File: src/hdl/npa_pkg.sv
package npa_pkg;

  localparam int TABLE_DEPTH = 16;
  localparam int MAX_RESULTS = 16;

  localparam int IDX_W = (TABLE_DEPTH > 1) ? $clog2(TABLE_DEPTH) : 1;
  localparam int CNT_W = $clog2(TABLE_DEPTH + 1);
  localparam int GRANT_LIMIT = (TABLE_DEPTH < MAX_RESULTS) ? TABLE_DEPTH : MAX_RESULTS;
  localparam int LIM_W = $clog2(GRANT_LIMIT + 1);

  localparam int CMD_W = 2;
  localparam int IDENT_W = 16;
  localparam int WANT_W = 5;
  localparam int CODE_W = 2;
  localparam int TOTAL_W = 5;
  localparam int POOL_W = 5;

  localparam int IN_USED_W = IDENT_W + WANT_W;
  localparam int IN_TDATA_W = ((IN_USED_W + 7) / 8) * 8;
  localparam int OUT_USED_W = CODE_W + IDENT_W + TOTAL_W + POOL_W;
  localparam int OUT_TDATA_W = ((OUT_USED_W + 7) / 8) * 8;

  typedef enum logic [CMD_W-1:0] {
    CMD_ADD    = 2'd0,
    CMD_REMOVE = 2'd1,
    CMD_ALLOC  = 2'd2
  } cmd_t;

  typedef enum logic [CODE_W-1:0] {
    RC_OK       = 2'd0,
    RC_FULL     = 2'd1,
    RC_NOTFOUND = 2'd2
  } rc_t;

  typedef enum logic [2:0] {
    KIND_OK,
    KIND_FULL,
    KIND_NOTFOUND,
    KIND_GRANT_MID,
    KIND_GRANT_LAST,
    KIND_NO_GRANT
  } out_kind_t;

  typedef enum logic [2:0] {
    ST_IDLE,
    ST_ADD,
    ST_PRIME,
    ST_SCAN,
    ST_MOVE,
    ST_DONE
  } state_t;

  typedef struct packed {
    logic      load_in;
    logic      scan_adv;
    logic      fetch_last;
    logic      hit_cap;
    logic      add_wr;
    logic      move_wr;
    logic      grant;
    logic      emit;
    out_kind_t kind;
  } ctrl_cmd_t;

  typedef struct packed {
    cmd_t cmd;
    cmd_t in_cmd;
    logic data_vld;
    logic hit;
    logic entry_free;
    logic made_eq_limit;
    logic pend_vld;
    logic count_full;
    logic out_free;
  } dp_status_t;

endpackage

File: src/hdl/npa_datapath.sv
module npa_datapath (
  input  logic                           clk,
  input  logic                           rst_n,
  input  logic [npa_pkg::IN_TDATA_W-1:0] in_tdata,
  input  logic [npa_pkg::CMD_W-1:0]      in_tuser,
  input  logic                           out_tready,
  input  npa_pkg::ctrl_cmd_t             ctrl,
  output npa_pkg::dp_status_t            status,
  output logic                           out_tvalid,
  output logic [npa_pkg::OUT_TDATA_W-1:0] out_tdata,
  output logic [0:0]                     out_tuser,
  output logic                           out_tlast
);
  import npa_pkg::*;

  logic [IDENT_W:0] mem [TABLE_DEPTH];
  logic [IDENT_W:0] rd_data_r;
  logic [IDX_W-1:0] rd_addr;
  logic             rd_en;
  logic [IDX_W-1:0] wr_addr;
  logic [IDENT_W:0] wr_data;
  logic             wr_en;

  logic [CNT_W-1:0]   count_r, count_nxt;
  logic [CNT_W-1:0]   rd_ptr_r;
  logic [IDX_W-1:0]   chk_ptr_r;
  logic [IDX_W-1:0]   hit_ptr_r;
  logic               data_vld_r;
  logic [IDENT_W-1:0] ident_r;
  cmd_t               cmd_r;
  logic [LIM_W-1:0]   limit_r;
  logic [LIM_W-1:0]   made_r;
  logic               pend_vld_r;
  logic [IDENT_W-1:0] pend_ident_r;
  logic [LIM_W-1:0]   pend_total_r;

  logic               out_valid_r;
  rc_t                out_code_r;
  logic [IDENT_W-1:0] out_ident_r;
  logic               out_gvalid_r;
  logic [TOTAL_W-1:0] out_total_r;
  logic [POOL_W-1:0]  out_pool_r;
  logic               out_last_r;

  logic               out_free;
  logic [WANT_W-1:0]  want;

  assign want     = in_tdata[IDENT_W +: WANT_W];
  assign out_free = !out_valid_r || out_tready;

  always_comb begin
    rd_en   = ctrl.scan_adv || ctrl.fetch_last;
    rd_addr = ctrl.fetch_last ? IDX_W'(count_r - 1'b1) : rd_ptr_r[IDX_W-1:0];
  end

  always_comb begin
    wr_en   = 1'b0;
    wr_addr = chk_ptr_r;
    wr_data = {1'b1, rd_data_r[IDENT_W-1:0]};
    if (ctrl.add_wr) begin
      wr_en   = 1'b1;
      wr_addr = count_r[IDX_W-1:0];
      wr_data = {1'b0, ident_r};
    end else if (ctrl.move_wr) begin
      wr_en   = 1'b1;
      wr_addr = hit_ptr_r;
      wr_data = rd_data_r;
    end else if (ctrl.grant) begin
      wr_en = 1'b1;
    end
  end

  always_ff @(posedge clk) begin
    if (wr_en) begin
      mem[wr_addr] <= wr_data;
    end
    if (rd_en) begin
      rd_data_r <= mem[rd_addr];
    end
  end

  always_comb begin
    count_nxt = count_r;
    if (ctrl.add_wr) begin
      count_nxt = count_r + 1'b1;
    end else if (ctrl.move_wr) begin
      count_nxt = count_r - 1'b1;
    end
  end

  always_ff @(posedge clk) begin
    if (!rst_n) begin
      count_r     <= '0;
      data_vld_r  <= 1'b0;
      pend_vld_r  <= 1'b0;
      made_r      <= '0;
      limit_r     <= '0;
      out_valid_r <= 1'b0;
    end else begin
      count_r <= count_nxt;
      if (ctrl.load_in) begin
        data_vld_r <= 1'b0;
        pend_vld_r <= 1'b0;
        made_r     <= '0;
        limit_r    <= (32'(want) > GRANT_LIMIT) ? LIM_W'(GRANT_LIMIT) : LIM_W'(want);
      end else begin
        if (ctrl.scan_adv) begin
          data_vld_r <= rd_ptr_r < count_r;
        end
        if (ctrl.grant) begin
          made_r     <= made_r + 1'b1;
          pend_vld_r <= 1'b1;
        end
      end
      if (ctrl.emit) begin
        out_valid_r <= 1'b1;
      end else if (out_tready) begin
        out_valid_r <= 1'b0;
      end
    end
  end

  always_ff @(posedge clk) begin
    if (ctrl.load_in) begin
      ident_r  <= in_tdata[IDENT_W-1:0];
      cmd_r    <= cmd_t'(in_tuser);
      rd_ptr_r <= '0;
    end else if (ctrl.scan_adv) begin
      rd_ptr_r  <= rd_ptr_r + 1'b1;
      chk_ptr_r <= rd_ptr_r[IDX_W-1:0];
    end
    if (ctrl.hit_cap) begin
      hit_ptr_r <= chk_ptr_r;
    end
    if (ctrl.grant) begin
      pend_ident_r <= rd_data_r[IDENT_W-1:0];
      pend_total_r <= made_r + 1'b1;
    end
  end

  always_ff @(posedge clk) begin
    if (ctrl.emit) begin
      out_code_r   <= RC_OK;
      out_ident_r  <= '0;
      out_gvalid_r <= 1'b0;
      out_total_r  <= '0;
      out_pool_r   <= POOL_W'(count_nxt);
      out_last_r   <= 1'b1;
      case (ctrl.kind)
        KIND_OK: begin
        end
        KIND_FULL: begin
          out_code_r <= RC_FULL;
        end
        KIND_NOTFOUND: begin
          out_code_r <= RC_NOTFOUND;
        end
        KIND_GRANT_MID, KIND_GRANT_LAST: begin
          out_ident_r  <= pend_ident_r;
          out_gvalid_r <= 1'b1;
          out_total_r  <= TOTAL_W'(pend_total_r);
          out_last_r   <= ctrl.kind == KIND_GRANT_LAST;
        end
        KIND_NO_GRANT: begin
        end
        default: begin
          out_code_r <= RC_NOTFOUND;
        end
      endcase
    end
  end

  always_comb begin
    status.cmd           = cmd_r;
    status.in_cmd        = cmd_t'(in_tuser);
    status.data_vld      = data_vld_r;
    status.hit           = rd_data_r[IDENT_W-1:0] == ident_r;
    status.entry_free    = !rd_data_r[IDENT_W];
    status.made_eq_limit = made_r == limit_r;
    status.pend_vld      = pend_vld_r;
    status.count_full    = count_r == CNT_W'(TABLE_DEPTH);
    status.out_free      = out_free;
  end

  assign out_tvalid = out_valid_r;
  assign out_tdata  = {{(OUT_TDATA_W - OUT_USED_W){1'b0}}, out_pool_r, out_total_r,
                       out_ident_r, out_code_r};
  assign out_tuser  = out_gvalid_r;
  assign out_tlast  = out_last_r;

  a_emit_room: assert property (@(posedge clk) disable iff (!rst_n)
    ctrl.emit |-> out_free)
    else $error("Result loaded while the output register was still occupied.");

  a_move_nonempty: assert property (@(posedge clk) disable iff (!rst_n)
    ctrl.move_wr |-> count_r != '0)
    else $error("Remove shrank an empty table.");

  a_grant_free: assert property (@(posedge clk) disable iff (!rst_n)
    ctrl.grant |-> data_vld_r && !rd_data_r[IDENT_W] && made_r < limit_r)
    else $error("Grant issued on a busy, invalid or surplus entry.");

  a_count_bound: assert property (@(posedge clk) disable iff (!rst_n)
    ctrl.add_wr |=> count_r == $past(count_r) + 1'b1 && count_r <= CNT_W'(TABLE_DEPTH))
    else $error("Add pushed the entry count out of range.");

endmodule

File: src/hdl/npa_ctrl.sv
module npa_ctrl (
  input  logic                clk,
  input  logic                rst_n,
  input  logic                in_tvalid,
  output logic                in_tready,
  input  npa_pkg::dp_status_t status,
  output npa_pkg::ctrl_cmd_t  ctrl
);
  import npa_pkg::*;

  state_t state_r, state_nxt;

  always_ff @(posedge clk) begin
    if (!rst_n) begin
      state_r <= ST_IDLE;
    end else begin
      state_r <= state_nxt;
    end
  end

  always_comb begin
    state_nxt = state_r;
    in_tready = 1'b0;
    ctrl      = '0;
    ctrl.kind = KIND_OK;
    case (state_r)
      ST_IDLE: begin
        in_tready = 1'b1;
        if (in_tvalid) begin
          ctrl.load_in = 1'b1;
          case (status.in_cmd)
            CMD_ADD: begin
              state_nxt = ST_ADD;
            end
            CMD_REMOVE, CMD_ALLOC: begin
              state_nxt = ST_PRIME;
            end
            default: state_nxt = ST_DONE;
          endcase
        end
      end
      ST_ADD: begin
        if (status.out_free) begin
          ctrl.add_wr = !status.count_full;
          ctrl.emit   = 1'b1;
          ctrl.kind   = status.count_full ? KIND_FULL : KIND_OK;
          state_nxt   = ST_IDLE;
        end
      end
      ST_PRIME: begin
        ctrl.scan_adv = 1'b1;
        state_nxt     = ST_SCAN;
      end
      ST_SCAN: begin
        if (status.cmd == CMD_REMOVE) begin
          if (!status.data_vld) begin
            state_nxt = ST_DONE;
          end else if (status.hit) begin
            ctrl.hit_cap    = 1'b1;
            ctrl.fetch_last = 1'b1;
            state_nxt       = ST_MOVE;
          end else begin
            ctrl.scan_adv = 1'b1;
          end
        end else begin
          if (!status.data_vld || status.made_eq_limit) begin
            state_nxt = ST_DONE;
          end else if (!status.entry_free) begin
            ctrl.scan_adv = 1'b1;
          end else if (!status.pend_vld || status.out_free) begin
            ctrl.grant    = 1'b1;
            ctrl.scan_adv = 1'b1;
            ctrl.emit     = status.pend_vld;
            ctrl.kind     = KIND_GRANT_MID;
          end
        end
      end
      ST_MOVE: begin
        if (status.out_free) begin
          ctrl.move_wr = 1'b1;
          ctrl.emit    = 1'b1;
          ctrl.kind    = KIND_OK;
          state_nxt    = ST_IDLE;
        end
      end
      ST_DONE: begin
        if (status.out_free) begin
          ctrl.emit = 1'b1;
          if (status.cmd == CMD_ALLOC) begin
            ctrl.kind = status.pend_vld ? KIND_GRANT_LAST : KIND_NO_GRANT;
          end else begin
            ctrl.kind = KIND_NOTFOUND;
          end
          state_nxt = ST_IDLE;
        end
      end
      default: begin
        state_nxt = ST_IDLE;
      end
    endcase
  end

endmodule

File: src/hdl/node_pool_allocator.sv
// Channel  Direction  Handshake            Payload
// in_      input      in_tvalid/in_tready  tuser command, tdata ident and max grants
// out_     output     out_tvalid/out_tready tuser grant flag, tdata result, tlast last
//
// One command is taken at a time; the next is accepted once the last result is registered.
// Remove and allocate scan the table through one registered memory read port,
// one entry per cycle.
// Reset clears the entry count and the output register; the table needs no clearing.
// A stalled output holds the scan of an allocate only when a second grant is ready.
module node_pool_allocator (
  input  logic                            clk,
  input  logic                            rst_n,
  input  logic                            in_tvalid,
  output logic                            in_tready,
  // Fields from bit 0: node_ident[15:0], max_grants[20:16].
  input  logic [npa_pkg::IN_TDATA_W-1:0]  in_tdata,
  // Fields from bit 0: command[1:0].
  input  logic [npa_pkg::CMD_W-1:0]       in_tuser,
  output logic                            out_tvalid,
  input  logic                            out_tready,
  // Fields from bit 0: result_code[1:0], granted_ident[17:2], grant_total[22:18],
  // pool_count[27:23].
  output logic [npa_pkg::OUT_TDATA_W-1:0] out_tdata,
  // Fields from bit 0: grant_valid[0].
  output logic [0:0]                      out_tuser,
  output logic                            out_tlast
);
  import npa_pkg::*;

  ctrl_cmd_t  ctrl;
  dp_status_t status;

  npa_ctrl u_ctrl (
    .clk       (clk),
    .rst_n     (rst_n),
    .in_tvalid (in_tvalid),
    .in_tready (in_tready),
    .status    (status),
    .ctrl      (ctrl)
  );

  npa_datapath u_datapath (
    .clk        (clk),
    .rst_n      (rst_n),
    .in_tdata   (in_tdata),
    .in_tuser   (in_tuser),
    .out_tready (out_tready),
    .ctrl       (ctrl),
    .status     (status),
    .out_tvalid (out_tvalid),
    .out_tdata  (out_tdata),
    .out_tuser  (out_tuser),
    .out_tlast  (out_tlast)
  );

endmodule
File: config.mk
export PLATFORM = sky130hd
export DESIGN_NAME = node_pool_allocator
export DESIGN_NICKNAME = d
export VERILOG_FILES = /design/src/hdl/npa_pkg.sv /design/src/hdl/npa_datapath.sv /design/src/hdl/npa_ctrl.sv /design/src/hdl/node_pool_allocator.sv
export SDC_FILE = /design/constraint.sdc
export NUM_CORES = 1
export LEC_CHECK = 0
export ABC_CLOCK_PERIOD_IN_PS = 3850
export BUFFER_PORTS_ARGS = -buffer_cell sky130_fd_sc_hd__buf_4
export CAP_MARGIN = 10
export CORE_ASPECT_RATIO = 2
export CORE_UTILIZATION = 57
export CTS_CLUSTER_SIZE = 24
export DETAILED_ROUTE_END_ITERATION = 10
export HOLD_SLACK_MARGIN = 0.12
export PLACE_DENSITY = 0.74
export SETUP_SLACK_MARGIN = 0.1
export SYNTH_ARGS = -nofsm -noshare
export SYNTH_HDL_FRONTEND = slang
export SYNTH_SLANG_ARGS = --single-unit
File: constraint.sdc
create_clock -name clk -period 3.85 [get_ports clk]
set_input_delay 0.1925 -clock clk [delete_from_list [all_inputs] [get_ports clk]]
set_output_delay 0.1925 -clock clk [all_outputs]
set_load 0.01 [all_outputs]
==> out/summary.txt, run 1 <==
Critical Path Source Type -> register
vias -> 15,483
Yosys cell types -> 58
footprint of the multi-input gates -> 7630 µm²
Finish-stage setup viols -> 0
Max VDD drop -> 377 µV
H-tree Lvls -> 2
met1 Track Usage GR -> 36.1%
HPWL reported at the end of detailed placement -> 33,000 µm
Worst Hold Launch -> in_tvalid
CTS Buf Count -> 35
GRT Overall Usage -> 31.2%
Avg Inst Size Synth -> 10.4 µm²
slowest stage delay, CP -> 700 ps
clock transition at the registers of the reported paths -> 70 ps
crit-path max FO -> 10
clk_skew -> 18.3 ps
max-cap viol count -> 0
Post-synth ARST share -> 0%
CTS tree -> built
Fmax -> 281 MHz
max-slew violations -> 0
FF-to-FF setup slack -> 290 ps
Worst-Margin Slew -> 1040 ps
cell depth of the worst hold path -> 5
Final min period -> 3560 ps
total power -> 13,300 µW
Ant. Diodes -> 0
die area -> 35,500 µm²
Warnings, synthesis -> 0
Register-to-Register Path Depth -> 8
met2 usage -> 54.0%
Routed WL per cell -> 22.8 µm
CP Cell Sequence -> xor2_1, nor4_2, and4_4, a21oi_2, o221ai_2, buf_4, o22ai_1, or4_1
Final GP Congestion -> 0.853
clock sink total -> 392
commonest non-fill, non-tap cells in the layout -> nand2_1 (485), edfxtp_1 (366), nor2_1 (160), nand2b_1 (143), a211oi_1 (139)
most common cell after layout, fill and taps aside -> nand2_1
area delta synth->final -> 12.7%
die span in x -> 134 µm
FF-to-FF Start -> u_datapath.rd_data_r[6]
row cnt -> 96
P per Cell Area -> 596 nW/µm²
pin count of the biggest net entering global routing -> 138
core outline area -> 34,200 µm²
crit path DAT -> 3840 ps
router iterations before antenna repair -> 6
fin nets -> 1,986
Crit Path Category -> register to register
run status -> completed
grt ovf -> 0
share of cells above drive strength 1 -> 11.7%
Register Area -> 11,500 µm²
kind of end point of the critical path -> register
Setup TNS Final -> 0 ps
vias in the first global route -> 15,430
#FFs+latches synth -> 392
initial core utilization -> 57.7%
met3 GRT Util -> 4.23%
Final Hold Fails -> 0
Synth Instances -> 1,898
number of synthesized flops with an enable pin -> 366
Setup crit start -> u_datapath.rd_data_r[6]
IO Count -> 66
Slowest-stage cell, CP -> o221ai_2
Main synth FF type -> edfxtp_1
Post-Syn Area -> 19,800 µm²
clk_lat worst skew -> 530 ps
CP required -> 4130 ps
I/O Buffers -> 58
DRC Markers -> 0
initial antenna violation count -> 0
first-pass GRT wire length -> 84,200 µm
Vias/cell -> 6.43
clock root buffer -> clkbuf_16
layout filler cell count -> 2,536
gr busiest metal -> met2
Seq/Total Area, Yosys -> 58.2%
number of nets with antenna violations after routing -> 0
Hold WC Path Type -> input port to register
Die Y -> 265 µm
RSZ-0062 raised after global routing -> false
detailed router's first-iteration violation count -> 1,639
Worst slew margin -> 30.6%
maximum buffer depth of the clock tree -> 3
P_leak -> 0.00787 µW
drt total wl -> 54,800 µm
Final period util -> 92.5%
[metrics by stage]
| step | util, % | cells | instance area (µm²) | setup slack [ps] | hold WS (ps) |
|---|---|---|---|---|---|
| 5_1_grt | 65.1 | 2409 | 22300 | 262 | 252 |
| 3_5_place_dp | 61.2 | 2325 | 20900 | 323 | 374 |
| 4_1_cts | 65.1 | 2409 | 22300 | 299 | 220 |
| 2_1_floorplan | - | 1901 | 19800 | 11.4 | 291 |
| 6_report | 65.1 | 2409 | 22300 | 287 | 259 |
| 3_3_place_gp | 61.2 | 2325 | 20900 | 379 | 375 |
[repair_timing]
action                                 4_1_cts  5_1_grt
buffers inserted                             0        0
gates resized for setup                      0        0
hold buffers                                25        0
endpoints found under the hold margin       32        0
[cells in the mapped netlist, types with 3 or more instances]
cell type,instances,area [µm²]
a211oi_1,139,1040
a21o_1,4,30.0
xor2_1,28,245
nand3_1,3,15.0
nor3_1,9,45.0
inv_1,10,37.5
nor4_1,3,18.8
nand2_1,485,1820
nor4_4,4,85.1
ha_1,10,125
or4_1,17,128
nand2b_1,143,895
a21oi_2,3,26.3
clkbuf_1,102,383
buf_4,18,135
nor2_1,173,649
buf_1,3,11.3
a22oi_1,137,1030
nor2b_1,3,18.8
o22ai_1,68,425
buf_2,24,120
nand3b_1,4,30.0
edfxtp_1,366,11000
dfxtp_1,26,521
xnor2_1,10,87.6
a21oi_1,19,95.1
o22ai_4,4,80.1
o21ai_0,6,30.0
and2_1,27,169
and4_1,3,26.3
mux2i_1,5,50.1
nand4_1,3,18.8
nor4_2,4,50.1
[path summary, 6_finish.rpt]
path	endpoint
min	u_ctrl.state_r[1]
max	u_datapath.rd_data_r[15]
min reg2reg	u_datapath.hit_ptr_r[2]
max reg2reg	u_datapath.rd_data_r[15]
[worst max-delay path: cells and delay by family (launching register included)]
family | cells | cell delay (ps)
AOI/OAI and AO/OA | 3 | 910
xor gates and xnor gates | 1 | 190
buffers and inverters | 1 | 290
DFF | 1 | 450
and+or+nand+nor | 3 | 1440
[registers in the layout, summed over array words and instances, names as in the netlist, 2 cells and up]
register,flops
u_datapath.out_pool_r,5
u_datapath.ident_r,16
u_datapath.chk_ptr_r,4
u_datapath.out_total_r,5
u_datapath.made_r,5
u_datapath.pend_ident_r,16
u_datapath.hit_ptr_r,4
u_datapath.mem,272
u_datapath.cmd_r,2
u_ctrl.state_r,3
u_datapath.out_ident_r,16
u_datapath.limit_r,5
u_datapath.count_r,5
u_datapath.out_code_r,2
u_datapath.rd_ptr_r,5
u_datapath.rd_data_r,17
u_datapath.pend_total_r,5
[power breakdown]
| part | switching (µW) | leakage [µW] | internal, µW |
|---|---|---|---|
| clock | 1520 | 0.000531 | 1890 |
| sequential | 350 | 0.00354 | 5420 |
| combinational | 2650 | 0.00380 | 1450 |
[metal layers]
layer	vias to the layer above	wire [µm]
li1	6917	-
met3	201	4360
met2	840	28100
met4	0	3470
met1	7525	18900
met5	-	0
[kinds of logic after synthesis]
family,Yosys count,share of synthesized area [%]
AO/OA/AOI/OAI,395,14.9
AND/OR/NAND/NOR,896,20.7
XOR/XNOR,38,1.68
adder cells (fa/ha/maj),10,0.633
other,1,0.0190
buffers and inverters,161,3.63
flip-flops,392,58.2
multiplexers,5,0.253
[area by class of cell]
cell class	instances	area share, %
Clock buffer	39	4.24
Clock inverter	20	0.635
Inverter	12	0.213
Multi-Input combinational cell	1348	34.3
Sequential cell	392	51.7
Tap cell	441	2.48
Timing Repair Buffer	157	6.47
Note: power is estimated with default switching activity, not from simulation.
==> inputs of run 2 (changes only) <==
RECOVER_POWER = 50   (was default)
==> run 2 against run 1 <==
  * Via count down 0.25%
  * Critical endpoint unchanged
  * Critical path depth up 1
  * Sequential power about the same
  * Final cell count unchanged
  * Largest power group unchanged
  * The flow now finishes with violations (capacitance limit, slew limit)
  * Critical path type unchanged
==> out/summary.txt, run 2 (synthesis gave the netlist of run 1 again) <==
run status -> finished, violations left
violated checks -> capacitance limit, slew limit
CP required -> 4130 ps
Final min period -> 3700 ps
clk_skew -> 14.1 ps
Net Sw Power -> 4510 µW
post-route cell area -> 22,100 µm²
RR Endpoint -> u_datapath.rd_data_r[15]
Logic pwr share -> 30.5%
Critical Path Source Type -> register
Worst-Margin Slew -> 1730 ps
core outline area -> 34,200 µm²
GRT Overall Usage -> 31.2%
CTS Buf Count -> 35
P_leak -> 0.00768 µW
hold endpoint -> u_ctrl.state_r[1]
max-slew violations -> 31
Final Hold Fails -> 0
IO Count -> 66
CTS tree -> built
maximum buffer depth of the clock tree -> 3
Hold WC Path Type -> input port to register
commonest non-fill, non-tap cells in the layout -> nand2_1 (485), edfxtp_1 (366), nor2_1 (161), nand2b_1 (143), a211oi_1 (139)
dpl cell area -> 20,900 µm²
area delta synth->final -> 11.8%
clock root buffer -> clkbuf_16
initial core utilization -> 57.7%
router iterations before antenna repair -> 5
Switching Share -> 34.2%
Reg with most FFs -> u_datapath.mem
crit path DAT -> 3970 ps
top flop regs -> u_datapath.mem: 272 flops, u_datapath.rd_data_r: 17 flops
Max VDD drop -> 376 µV
clk_lat worst skew -> 530 ps
clock share of power -> 25.8%
Vias/cell -> 6.41
Ant. Diodes -> 0
H-tree Lvls -> 2
Register-to-Register Path Depth -> 9
Routed WL per cell -> 22.7 µm
Sequential Power Share -> 43.7%
share of cells above drive strength 1 -> 9.30%
Die Y -> 265 µm
kind of end point of the critical path -> register
Fmax -> 270 MHz
cell-internal power -> 8690 µW
pin count of the biggest net entering global routing -> 138
Post-Place Cells -> 2,325
die span in x -> 134 µm
Worst Hold Launch -> in_tvalid
max reg flops -> 272
first-pass GRT wire length -> 84,200 µm
Setup TNS Final -> 0 ps
Final period util -> 96.0%
Finish-stage setup viols -> 0
row cnt -> 96
fin nets -> 1,986
grt ovf -> 0
number of nets with antenna violations after routing -> 0
Final GP Congestion -> 0.853
crit-path max FO -> 10
initial antenna violation count -> 0
clock transition at the registers of the reported paths -> 70 ps
RSZ-0062 raised after global routing -> false
DRC Markers -> 0
clock sink total -> 392
cell depth of the worst hold path -> 5
I/O Buffers -> 58
hold_ws -> 237 ps
drt total wl -> 54,700 µm
P per Cell Area -> 597 nW/µm²
most common cell after layout, fill and taps aside -> nand2_1
max-cap viol count -> 1
total power -> 13,200 µW
vias in the first global route -> 15,430
quantity of gates resized following cts -> 0
FF-to-FF Start -> u_datapath.rd_data_r[7]
HPWL reported at the end of detailed placement -> 33,000 µm
final instance count without filler cells -> 2,409
Worst slew margin -> -15.3%
vias -> 15,444
FF-to-FF setup slack -> 150 ps
detailed router's first-iteration violation count -> 1,750
Crit Path Category -> register to register
die area -> 35,500 µm²
[run 2: repair_timing]
action / 4_1_cts / 5_1_grt
hold buffers: 25 / 0
buffers inserted: 0 / 0
endpoints found under the hold margin: 32 / 0
[run 2: worst max-delay path by stage]
stage                                to  slack (ps)                    start
6_report       u_datapath.rd_data_r[15]         150  u_datapath.rd_data_r[7]
5_1_grt        u_datapath.rd_data_r[15]         130  u_datapath.rd_data_r[7]
4_1_cts        u_datapath.rd_data_r[15]         300  u_datapath.rd_data_r[6]
3_5_place_dp   u_datapath.rd_data_r[15]         320  u_datapath.rd_data_r[7]
3_3_place_gp   u_datapath.rd_data_r[15]         380  u_datapath.rd_data_r[9]
2_1_floorplan      u_datapath.mem[2][0]          10        u_ctrl.state_r[1]
[run 2: metrics by stage]
stage                     util [%]  worst slack [ps]
after floorplan                  -              11.4
after global placement        61.2               379
after detailed placement      61.2               323
after CTS                     65.1               299
after global routing          64.6               133
final                         64.6               152
[run 2: final cells by class]
type	instances	area, µm²
clock buffer	39	943
sequential	392	11500
fill	2611	12100
inverter	12	47.5
timing repair buffer	157	1280
tap	441	552
multi-input combinational	1348	7620
clock inverter	20	141
[run 2: power groups by stage]
stage	logic, µW	registers [µW]	clock network [µW]
after global placement	3850	5830	0
after CTS	4050	5760	3440
final	4020	5770	3410
after floorplan	2830	5660	0
after detailed placement	4010	5850	0
after global routing	4370	5810	3580
[run 2: metal layers]
layer / global-route usage [%] / vias up / part of all wire [%]
li1: - / 6925 / -
met1: 36.1 / 7513 / 34
met2: 54.0 / 788 / 51
met3: 4.23 / 218 / 8.1
met4: 20.2 / 0 / 6.5
met5: 0 / - / 0
[run 2: critical path: stages (launching register included)]
cell and delay, ps:
edfxtp_1 510, xor2_1 210, nor4_1 310, clkbuf_1 280, and4_4 410, a21oi_2 120, o221ai_2 700, buf_4 290
o22ai_1 90, or4_1 510
==> inputs of run 3 (changes only) <==
ABC_CLOCK_PERIOD_IN_PS = 3000   (was 3850)
clock period = 3 ns   (was 3.85 ns; I/O delays follow)
==> run 3 against run 2 <==
  * The flow finishes with violations (setup timing)
  * Total power up 34%
  * Utilization up 5.4 points
  * Register-to-register slack worse by 320 ps
  * Via count up 3.5%
  * Clock power up 29%
  * Worst setup slack worse by 320 ps
  * Count of clock-buffer cells in the layout up 5
  * Hold slack worse by 110 ps
  * Final cell count up 3.6%
  * Critical endpoint is now u_datapath.rd_data_r[5]
==> out/summary.txt, run 3 (synthesis gave the netlist of run 1 again) <==
run status -> finished, violations left
violated checks -> setup timing
max reg flops -> 272
Hold WC Path Type -> input port to register
Switching Share -> 34.7%
HPWL reported at the end of detailed placement -> 35,400 µm
hold endpoint -> u_datapath.limit_r[3]
Net Sw Power -> 6140 µW
Worst Hold Launch -> in_tvalid
Critical Path Source Type -> register
RSZ-0062 raised after global routing -> true
die span in x -> 134 µm
FF-to-FF Start -> u_datapath.rd_data_r[9]
Routed WL per cell -> 23.6 µm
Max VDD drop -> 619 µV
Sequential Power Share -> 41.3%
I/O Buffers -> 58
worst setup margin -> -170 ps
cell-internal power -> 11,500 µW
pre-CTS setup slack -> -388 ps
vias in the first global route -> 15,491
Logic pwr share -> 33.8%
CP required -> 3280 ps
most common cell after layout, fill and taps aside -> nand2_1
die area -> 35,500 µm²
Ant. Diodes -> 0
number of nets with antenna violations after routing -> 0
clock share of power -> 24.8%
core outline area -> 34,200 µm²
cell depth of the worst hold path -> 4
detailed router's first-iteration violation count -> 1,556
row cnt -> 96
Final min period -> 3170 ps
clock sink total -> 392
crit-path max FO -> 5
GRT Overall Usage -> 33.0%
Register-to-Register Path Depth -> 12
initial antenna violation count -> 0
clk_lat worst skew -> 560 ps
max-slew violations -> 0
crit path DAT -> 3440 ps
pin count of the biggest net entering global routing -> 139
Worst-Margin Slew -> 1180 ps
Final GP Congestion -> 0.891
Final Hold Fails -> 0
Die Y -> 265 µm
Worst slew margin -> 20.9%
H-tree Lvls -> 2
kind of end point of the critical path -> register
Final period util -> 106%
Setup TNS Final -> -2080 ps
RR Endpoint -> u_datapath.rd_data_r[5]
maximum buffer depth of the clock tree -> 3
CTS Buf Count -> 35
drt total wl -> 58,900 µm
Reg with most FFs -> u_datapath.mem
first-pass GRT wire length -> 87,600 µm
FF-to-FF setup slack -> -170 ps
clock transition at the registers of the reported paths -> 70 ps
initial core utilization -> 57.7%
DRC Markers -> 0
router iterations before antenna repair -> 5
max-cap viol count -> 0
clock root buffer -> clkbuf_16
Vias/cell -> 6.41
fin nets -> 2,072
grt ovf -> 0
Finish-stage setup viols -> 17
share of cells above drive strength 1 -> 17.9%
area delta synth->final -> 21.1%
P per Cell Area -> 738 nW/µm²
post-route cell area -> 23,900 µm²
IO Count -> 66
Fmax -> 315 MHz
top flop regs -> u_datapath.mem: 272 flops, u_datapath.rd_data_r: 17 flops
Final Util -> 69.9%
CTS tree -> built
dpl cell area -> 21,800 µm²
Crit Path Category -> register to register
P_leak -> 0.00856 µW
vias -> 15,989
commonest non-fill, non-tap cells in the layout -> nand2_1 (483), edfxtp_1 (366), nor2_1 (153), nand2b_1 (142), a211oi_1 (138)
clk_skew -> 24.6 ps
run 3: critical path, cell delays in order, from the launching register on:
cell,delay [ps]
edfxtp_1,410
buf_6,170
xor2_2,150
nor4_2,280
buf_4,210
buf_12,110
and4_4,300
a21oi_4,100
o221ai_4,250
buf_12,160
buf_6,90
o22ai_2,70
or4_4,590
run 3: how the worst max path moves through the flow:
stage                                        from                       to  slack, ps  cells after the start
after floorplan              u_datapath.made_r[2]    u_datapath.mem[11][0]       -110                      9
after CTS                 u_datapath.rd_data_r[7]  u_datapath.rd_data_r[9]       -170                     11
final                     u_datapath.rd_data_r[9]  u_datapath.rd_data_r[5]       -170                     12
after detailed placement  u_datapath.rd_data_r[9]  u_datapath.rd_data_r[2]       -390                      9
after global placement    u_datapath.rd_data_r[9]  u_datapath.rd_data_r[2]       -370                      9
after global routing      u_datapath.rd_data_r[9]  u_datapath.rd_data_r[5]       -220                     12
run 3: area by class of cell:
type	count	area [µm²]
Clock buffer	44	920
Inverter	12	51.3
Sequential cell	392	11500
Timing Repair Buffer	242	2710
Fill cell	2329	10300
Tap cell	441	552
Clock inverter	16	146
Multi-Input combinational cell	1349	8040
run 3: repair_timing:
action / 4_1_cts / 5_1_grt
buffers inserted: 17 / 5
pin swaps: 33 / 40
endpoints found under the hold margin: 34 / 0
endpoints found under the setup margin: 85 / 205
gates cloned: 5 / 3
hold buffers: 25 / 0
gates resized for setup: 48 / 46
run 3: per-layer routing:
layer / GRT usage (%) / vias up / wire length, µm
met1: 35.6 / 7736 / 19400
met5: 0 / - / 0
li1: - / 7106 / -
met2: 58.4 / 890 / 30400
met4: 23.2 / 0 / 4360
met3: 5.41 / 257 / 4700
run 3: power groups by stage:
stage               clock network (µW)  registers [µW]  logic [µW]
finish                            4390            7300        5980
global route                      4600            7330        6430
CTS                               4420            7280        5790
detailed placement                   0            7400        5520
global placement                     0            7380        5340
floorplan                            0            7260        3740
run 3: metrics by stage:
step           hold WS [ps]  power [µW]  instances
2_1_floorplan           249       11000       1901
3_3_place_gp            330       12700       2381
3_5_place_dp            330       12900       2381
4_1_cts                 123       17500       2488
5_1_grt                 152       18400       2496
6_report                127       17700       2496
